**src/sv/track_format_stream_parser_defines.svh**
```systemverilog
// Assertion helpers for the track format stream parser.
`ifndef TRACK_FORMAT_STREAM_PARSER_DEFINES_SVH
`define TRACK_FORMAT_STREAM_PARSER_DEFINES_SVH

// Same-cycle implication, checked on every rising edge outside reset.
`define TFSP_ASSERT_NOW(lbl, ante, cons, msg) \
  lbl: assert property (@(posedge clk) disable iff (!rst_n) (ante) |-> (cons)) else $error(msg);

// Next-cycle implication, checked on every rising edge outside reset.
`define TFSP_ASSERT_NEXT(lbl, ante, cons, msg) \
  lbl: assert property (@(posedge clk) disable iff (!rst_n) (ante) |=> (cons)) else $error(msg);

`endif

```
**src/sv/tfsp_pkg.sv**
```systemverilog
package tfsp_pkg;

  // Track template marks
  localparam logic [7:0] MARK_SYNC     = 8'hF5;
  localparam logic [7:0] MARK_ID       = 8'hFE;
  localparam logic [7:0] MARK_DATA     = 8'hFB;
  localparam logic [7:0] MARK_DATA_DEL = 8'hF8;
  localparam logic [7:0] MARK_CRC      = 8'hF7;

  // ID field layout: four bytes, record number in the third
  localparam logic [2:0] ID_LEN        = 3'd4;
  localparam logic [2:0] ID_RECORD_POS = 3'd2;

  // Result kinds carried on tuser
  typedef enum logic {
    KIND_DATA   = 1'b0,
    KIND_COMMIT = 1'b1
  } kind_t;

  // Result word fields
  typedef struct packed {
    logic [7:0] byte_value;
    logic [8:0] byte_offset;
    logic [7:0] sector_number;
  } result_t;

  localparam int unsigned OUT_TDATA_W = 32;

endpackage

```
**src/sv/track_format_stream_parser.sv**
```systemverilog
// Track format stream parser.
// Input channel in_*: one template byte per word, in_tdata[7:0] = data_byte.
// Result channel out_*: zero or one word per input byte. out_tuser[0] = kind
// (data capture or sector commit); out_tdata holds sector_number [7:0],
// byte_offset [16:8], byte_value [24:17], zero padding [31:25].
// Path: an accepted byte lands in the input register, is parsed from there and
// its result loads into the result register that drives out_tvalid; a held
// result register keeps the byte waiting in the input register.
// Throughput: one byte per cycle while the result register is not held. The
// input register and the result register form a two-deep pipeline; the
// parse logic (mark decode, ID/data counters) sits between them and updates
// its state in the same cycle the result loads. Bytes with no result also pass.
// Stall: when the result register holds a word that out_tready does not take,
// the pipeline holds; the input register still takes one more byte, after
// which in_tready drops until the receiver frees the result register.
// Reset (rst_n low, synchronous): both stages empty, no sync seen, no ID or
// data field open, sector number and counters cleared to zero.
`include "track_format_stream_parser_defines.svh"

module track_format_stream_parser #(
  parameter int unsigned SECTOR_BYTES = 512
) (
  input  logic        clk,
  input  logic        rst_n,
  // input channel
  input  logic        in_tvalid,
  output logic        in_tready,
  input  logic [7:0]  in_tdata,   // [7:0] data_byte
  // result channel
  output logic        out_tvalid,
  input  logic        out_tready,
  output logic [31:0] out_tdata,  // [7:0] sector_number, [16:8] byte_offset,
                                  // [24:17] byte_value, [31:25] zero
  output logic [0:0]  out_tuser   // [0] kind: 0 data capture, 1 sector commit
);

  localparam int unsigned CNT_W = $clog2(SECTOR_BYTES + 1);
  localparam logic [CNT_W-1:0] SECT_FULL = CNT_W'(SECTOR_BYTES);

  // Pipeline registers
  logic             s1_valid_r, s1_valid_nxt;
  logic [7:0]       s1_byte_r,  s1_byte_nxt;
  logic             out_valid_r, out_valid_nxt;
  tfsp_pkg::kind_t  out_kind_r,  out_kind_nxt;
  tfsp_pkg::result_t out_res_r,  out_res_nxt;

  // Parser state
  logic             sync_seen_r,   sync_seen_nxt;
  logic             id_active_r,   id_active_nxt;
  logic [2:0]       id_count_r,    id_count_nxt;
  logic [7:0]       id_record_r,   id_record_nxt;
  logic [7:0]       cur_sector_r,  cur_sector_nxt;
  logic             data_active_r, data_active_nxt;
  logic [CNT_W-1:0] data_count_r,  data_count_nxt;

  logic             advance;      // result register free for the next parse
  logic             in_fire;
  logic             parse;        // a byte is parsed this cycle
  logic             emit;
  tfsp_pkg::kind_t  emit_kind;
  logic [CNT_W+8:0] count_ext;
  logic [2:0]       id_count_inc;

  assign advance   = !out_valid_r || out_tready;
  assign in_tready = !s1_valid_r || advance;
  assign in_fire   = in_tvalid && in_tready;
  assign parse     = s1_valid_r && advance;

  // Captured byte's offset, zero-extended; its low nine bits give the offset
  assign count_ext    = {9'd0, data_count_r};
  assign id_count_inc = id_count_r + 3'd1;

  // Input register: load on accept, drain when the parse stage moves
  always_comb begin
    s1_valid_nxt = s1_valid_r;
    s1_byte_nxt  = s1_byte_r;
    if (in_fire) begin
      s1_valid_nxt = 1'b1;
      s1_byte_nxt  = in_tdata;
    end else if (advance) begin
      s1_valid_nxt = 1'b0;
    end
  end

  // Parse one byte: mark decode, then ID field, then data field
  always_comb begin
    sync_seen_nxt   = sync_seen_r;
    id_active_nxt   = id_active_r;
    id_count_nxt    = id_count_r;
    id_record_nxt   = id_record_r;
    cur_sector_nxt  = cur_sector_r;
    data_active_nxt = data_active_r;
    data_count_nxt  = data_count_r;
    emit            = 1'b0;
    emit_kind       = tfsp_pkg::KIND_DATA;
    if (parse) begin
      if (s1_byte_r == tfsp_pkg::MARK_SYNC) begin
        sync_seen_nxt = 1'b1;
      end else begin
        sync_seen_nxt = 1'b0;
        if (sync_seen_r && s1_byte_r == tfsp_pkg::MARK_ID) begin
          id_active_nxt = 1'b1;
          id_count_nxt  = 3'd0;
        end else if (sync_seen_r && (s1_byte_r == tfsp_pkg::MARK_DATA ||
                                     s1_byte_r == tfsp_pkg::MARK_DATA_DEL)) begin
          data_active_nxt = 1'b1;
          data_count_nxt  = '0;
        end else if (id_active_r) begin
          if (id_count_r == tfsp_pkg::ID_RECORD_POS) begin
            id_record_nxt = s1_byte_r;
          end
          id_count_nxt = id_count_inc;
          // Record byte is already held when the last ID byte arrives
          if (id_count_inc >= tfsp_pkg::ID_LEN) begin
            cur_sector_nxt = id_record_r;
            id_active_nxt  = 1'b0;
          end
        end else if (data_active_r) begin
          if (s1_byte_r == tfsp_pkg::MARK_CRC && data_count_r >= SECT_FULL) begin
            data_active_nxt = 1'b0;
            emit            = 1'b1;
            emit_kind       = tfsp_pkg::KIND_COMMIT;
          end else if (data_count_r < SECT_FULL) begin
            emit           = 1'b1;
            data_count_nxt = data_count_r + 1'b1;
          end else begin
            data_count_nxt = SECT_FULL;
          end
        end
      end
    end
  end

  // Result register
  always_comb begin
    out_valid_nxt = out_valid_r;
    out_kind_nxt  = out_kind_r;
    out_res_nxt   = out_res_r;
    if (advance) begin
      out_valid_nxt = emit;
      if (emit) begin
        out_kind_nxt              = emit_kind;
        out_res_nxt.sector_number = cur_sector_r;
        if (emit_kind == tfsp_pkg::KIND_COMMIT) begin
          out_res_nxt.byte_offset = 9'd0;
          out_res_nxt.byte_value  = 8'd0;
        end else begin
          out_res_nxt.byte_offset = count_ext[8:0];
          out_res_nxt.byte_value  = s1_byte_r;
        end
      end
    end
  end

  always_ff @(posedge clk) begin
    if (!rst_n) begin
      s1_valid_r    <= 1'b0;
      out_valid_r   <= 1'b0;
      sync_seen_r   <= 1'b0;
      id_active_r   <= 1'b0;
      id_count_r    <= 3'd0;
      id_record_r   <= 8'd0;
      cur_sector_r  <= 8'd0;
      data_active_r <= 1'b0;
      data_count_r  <= '0;
    end else begin
      s1_valid_r    <= s1_valid_nxt;
      out_valid_r   <= out_valid_nxt;
      sync_seen_r   <= sync_seen_nxt;
      id_active_r   <= id_active_nxt;
      id_count_r    <= id_count_nxt;
      id_record_r   <= id_record_nxt;
      cur_sector_r  <= cur_sector_nxt;
      data_active_r <= data_active_nxt;
      data_count_r  <= data_count_nxt;
    end
  end

  // Payload registers, no reset
  always_ff @(posedge clk) begin
    s1_byte_r  <= s1_byte_nxt;
    out_kind_r <= out_kind_nxt;
    out_res_r  <= out_res_nxt;
  end

  assign out_tvalid   = out_valid_r;
  assign out_tuser[0] = out_kind_r;
  assign out_tdata    = {{(tfsp_pkg::OUT_TDATA_W - $bits(tfsp_pkg::result_t)){1'b0}},
                         out_res_r};

  // Checks
  `TFSP_ASSERT_NOW(a_commit_zero_fields,
    out_valid_r && out_kind_r == tfsp_pkg::KIND_COMMIT,
    out_res_r.byte_offset == 9'd0 && out_res_r.byte_value == 8'd0,
    "commit word carries nonzero offset or value")
  `TFSP_ASSERT_NOW(a_id_count_bound,
    id_active_r,
    id_count_r < tfsp_pkg::ID_LEN,
    "ID field open with a full byte count")
  `TFSP_ASSERT_NOW(a_full_pipe_blocks,
    s1_valid_r && out_valid_r && !out_tready,
    !in_tready,
    "input taken while both stages are held")
  `TFSP_ASSERT_NEXT(a_count_saturates,
    data_count_r == SECT_FULL,
    data_count_r == SECT_FULL || data_count_r == '0,
    "data count left saturation other than by a new data mark")

endmodule

```
**config.mk**
```make
export PLATFORM = sky130hd
export DESIGN_NAME = track_format_stream_parser
export DESIGN_NICKNAME = d
export VERILOG_FILES = /design/src/sv/tfsp_pkg.sv /design/src/sv/track_format_stream_parser.sv
export VERILOG_INCLUDE_DIRS = /design/src /design/src/sv
export SDC_FILE = /design/constraint.sdc
export NUM_CORES = 1
export LEC_CHECK = 0
export BUFFER_PORTS_ARGS = -buffer_cell sky130_fd_sc_hd__buf_2
export CAP_MARGIN = 0
export CORE_UTILIZATION = 60
export CTS_BUF_LIST = sky130_fd_sc_hd__clkbuf_4
export CTS_CLUSTER_SIZE = 10
export DETAILED_ROUTE_END_ITERATION = 8
export PLACE_DENSITY = 0.94
export SLEW_MARGIN = 40
export SYNTH_ARGS = -nofsm -noshare
export SYNTH_HDL_FRONTEND = slang
export SYNTH_SLANG_ARGS = --single-unit
```
**constraint.sdc**
```tcl
create_clock -name clk -period 10.8 [get_ports clk]
set_input_delay 0.54 -clock clk [delete_from_list [all_inputs] [get_ports clk]]
set_output_delay 0.54 -clock clk [all_outputs]
set_load 0.01 [all_outputs]
```
==> key figures <==
Status
  – Status: finished, violations left
  – Failing checks: DRC

Logic synthesis
  – Cell accounting for the most synthesized area: edfxtp_1
  – Largest family of logic cells by synthesized area: simple AND/OR/NAND/NOR gates
  – Yosys reg bits: 68
  – Mux cell area share after synthesis: 0.0564
  – Most frequent cells after synthesis: nand2_1, dfxtp_1, edfxtp_1
  – Syn Area/Cell: 11.4 sq um
  – Synth Area in Simple Gates: 0.169
  – Cell area after synthesis: 2840 sq um
  – Post-Synth Adder-Cell Area: 0.0176
  – Most frequent cell after synthesis: nand2_1
  – YS warnings: 0
  – Top_reg_cell synth: edfxtp_1
  – Post-synth EDFFs: 34
  – Post-synthesis sequential area ratio: 0.600
  – Top cell type's share of synthesized area: 0.360
  – Synth unique cells: 46
  – Post-synthesis compound-gate area fraction: 0.102
  – Fraction of registers with async set/reset: 0
  – Synth area leaders: edfxtp_1, dfxtp_1, mux2i_1, nand2_1, nor2b_1
  – Post-synthesis xor/xnor area fraction: 0.00882
  – Mapped Cells: 249

Min path
  – Hold/Removal Path Class: input pin to flop
  – Endpoint, Worst Hold: s1_byte_r[7]
  – Hold-critical path depth: 1
  – Hold wc startpoint: in_tdata[7]

Die
  – DIE AREA: 5010 sq um
  – Core area: 4440 sq um
  – Top Ports: 47
  – Rows: 24
  – Die height: 70.8 microns
  – Die width: 70.8 microns
  – Initial core utilization: 0.639

Place
  – Pre-CTS setup slack: 8.50 ns
  – DPL Wire Length: 3420 microns
  – GPL Wtd Cong: 0.849
  – Port bufs: 39

Worst setup path
  – Worst Path Arrival: 2.60 ns
  – R2r endpoint: id_record_r[5]
  – Worst Setup End Kind: flop
  – Worst Path Required: 11.12 ns
  – Setup slack, reg-to-reg: 8.52 ns
  – Crit Path Max Fanout: 8
  – Startpoint types: flop
  – R2R cell count: 5
  – Reg-to-Reg Start: s1_byte_r[1]
  – Setup CP Type: flop to flop

Clock tree
  – # hold bufs at CTS: 0
  – CTS tree: done
  – Longest Clk Path Bufs: 2
  – TritonCTS buffer count: 9
  – Reg clk slew, reported paths: 0.11 ns
  – Total of cells resized after clock tree synthesis: 0
  – CTS Sinks: 68
  – Post-CTS setup buffers: 0
  – Root Driver: clkbuf_4
  – CTS H-tree depth: 3
  – Clock Latency Late Sink: 0.41 ns

Power and ir drop
  – Total power: 474 uW
  – Lkg Pwr: 0.00119 uW
  – Pwr dens: 147 nW/um^2
  – Peak VDD IR: 0.129 mV

Global route
  – Largest net degree at the start of global routing: 44
  – Global Route Usage Sum: 0.222
  – Initial antenna violation count: 0
  – Total grt overflow: 0
  – First-pass GRT wire length: 8310 microns
  – Vias in the first global route: 1784

STA
  – RSZ-0062 raised after global routing: false
  – Final Setup Violations: 0
  – Final setup TNS: 0 ns
  – Relative slew margins: 0.485
  – Final Hold Violating Endpoints: 0
  – Fin crit share: 0.211
  – Setup ws final: 8.52 ns
  – Fmax: 0.439 GHz
  – Slew of the pin with the lowest slew margin: 0.762 ns
  – Clk_skew: 0.0153 ns
  – Period minus WS final: 2.28 ns
  – Max Transition Viols Final: 0

Routing
  – Routed wire per std cell: 14.5 microns
  – Via count: 1965
  – WL final: 5030 microns
  – DR vias/cell: 5.66
  – Starting DRT DRC Count: 153
  – Number of remaining DRC errors: 10
  – TritonRoute pass-1 iters: 7
  – ANT nets after route: 0

Job
  – Max-Cap Viols: 0

Layout
  – N_diodes: 0
  – Share of post-route cells with drive strength above 1: 0.227
  – Nets: 306
  – Layout fillers: 333
  – Syn-to-layout area delta: 13.4%
how the worst max path moves through the flow:
stage               slack (ns)               to         start  cells past startpoint
detailed placement        8.50   id_record_r[3]  s1_byte_r[7]                      4
global route              8.41  data_count_r[2]  s1_byte_r[6]                      5
global placement          8.53  data_count_r[9]  s1_byte_r[7]                      5
finish                    8.52   id_record_r[5]  s1_byte_r[1]                      5
floorplan                 7.32     out_tdata[0]  s1_byte_r[0]                      4
CTS                       8.46   id_record_r[5]  s1_byte_r[7]                      4
cells by family after synthesis:
kind of cell | count (synthesis)
simple gates | 96
flops | 68
compound gates | 38
buf+inv | 24
mux | 16
fa+ha+maj | 4
xor+xnor | 2
other cells | 1
through the flow:
stage | area [sq um] | instances | utilization | hold WS [ns]
detailed placement | 3050 | 331 | 0.687 | 0.421
finish | 3220 | 347 | 0.724 | 0.305
global placement | 3050 | 331 | 0.686 | 0.415
floorplan | 2860 | 255 | - | 0.408
CTS | 3210 | 347 | 0.723 | 0.292
global route | 3220 | 347 | 0.724 | 0.270
registers in the layout, summed over array words and instances (netlist names):
name and cells:
data_active_r 1, out_tdata 25, s1_byte_r 8, data_count_r 10, id_active_r 1, out_tvalid 1
sync_seen_r 1, cur_sector_r 8, out_tuser 1, id_count_r 3, id_record_r 8, s1_valid_r 1
routing by layer:
metal	GRT usage	up-vias	routed length, microns
li1	-	961	-
met1	0.291	921	2220
met2	0.329	68	2390
met3	0.0741	15	271
met4	0.120	0	142
met5	0	-	0
worst max-delay path, stage by stage, from the launching register on:
cell,delay (ns)
edfxtp_1,0.55
xor2_2,0.22
o32a_2,0.41
o21ai_4,0.26
or4_1,0.48
mux2i_1,0.27
final cells by class:
| cell class | instances | area [sq um] | area share |
|---|---|---|---|
| timing repair buffer | 41 | 210 | 0.0653 |
| clock inverter | 5 | 76.3 | 0.0237 |
| sequential | 68 | 1700 | 0.529 |
| clock buffer | 11 | 82.6 | 0.0257 |
| tap | 52 | 65.1 | 0.0202 |
| multi-input combinational | 163 | 1060 | 0.328 |
| inverter | 7 | 26.3 | 0.00816 |
cell usage in the layout, fill, tap and decap left out, drive strengths merged, types with 3 or more instances in the layout:
cell type   n
nor2       18
inv         7
conb        7
o41ai       4
ha          4
edfxtp     34
o211ai      6
mux2i      16
nand3       5
a21oi       6
nand2      37
o21ai       6
nor2b      16
clkbuf     11
dfxtp      34
o32ai       3
buf        41
nand4       5
where the power goes:
group | internal [uW] | switching [uW]
logic | 4.93 | 9.47
clock network | 98.1 | 85.1
registers | 273 | 4.29
No activity file was read; power rests on OpenSTA's default activity.
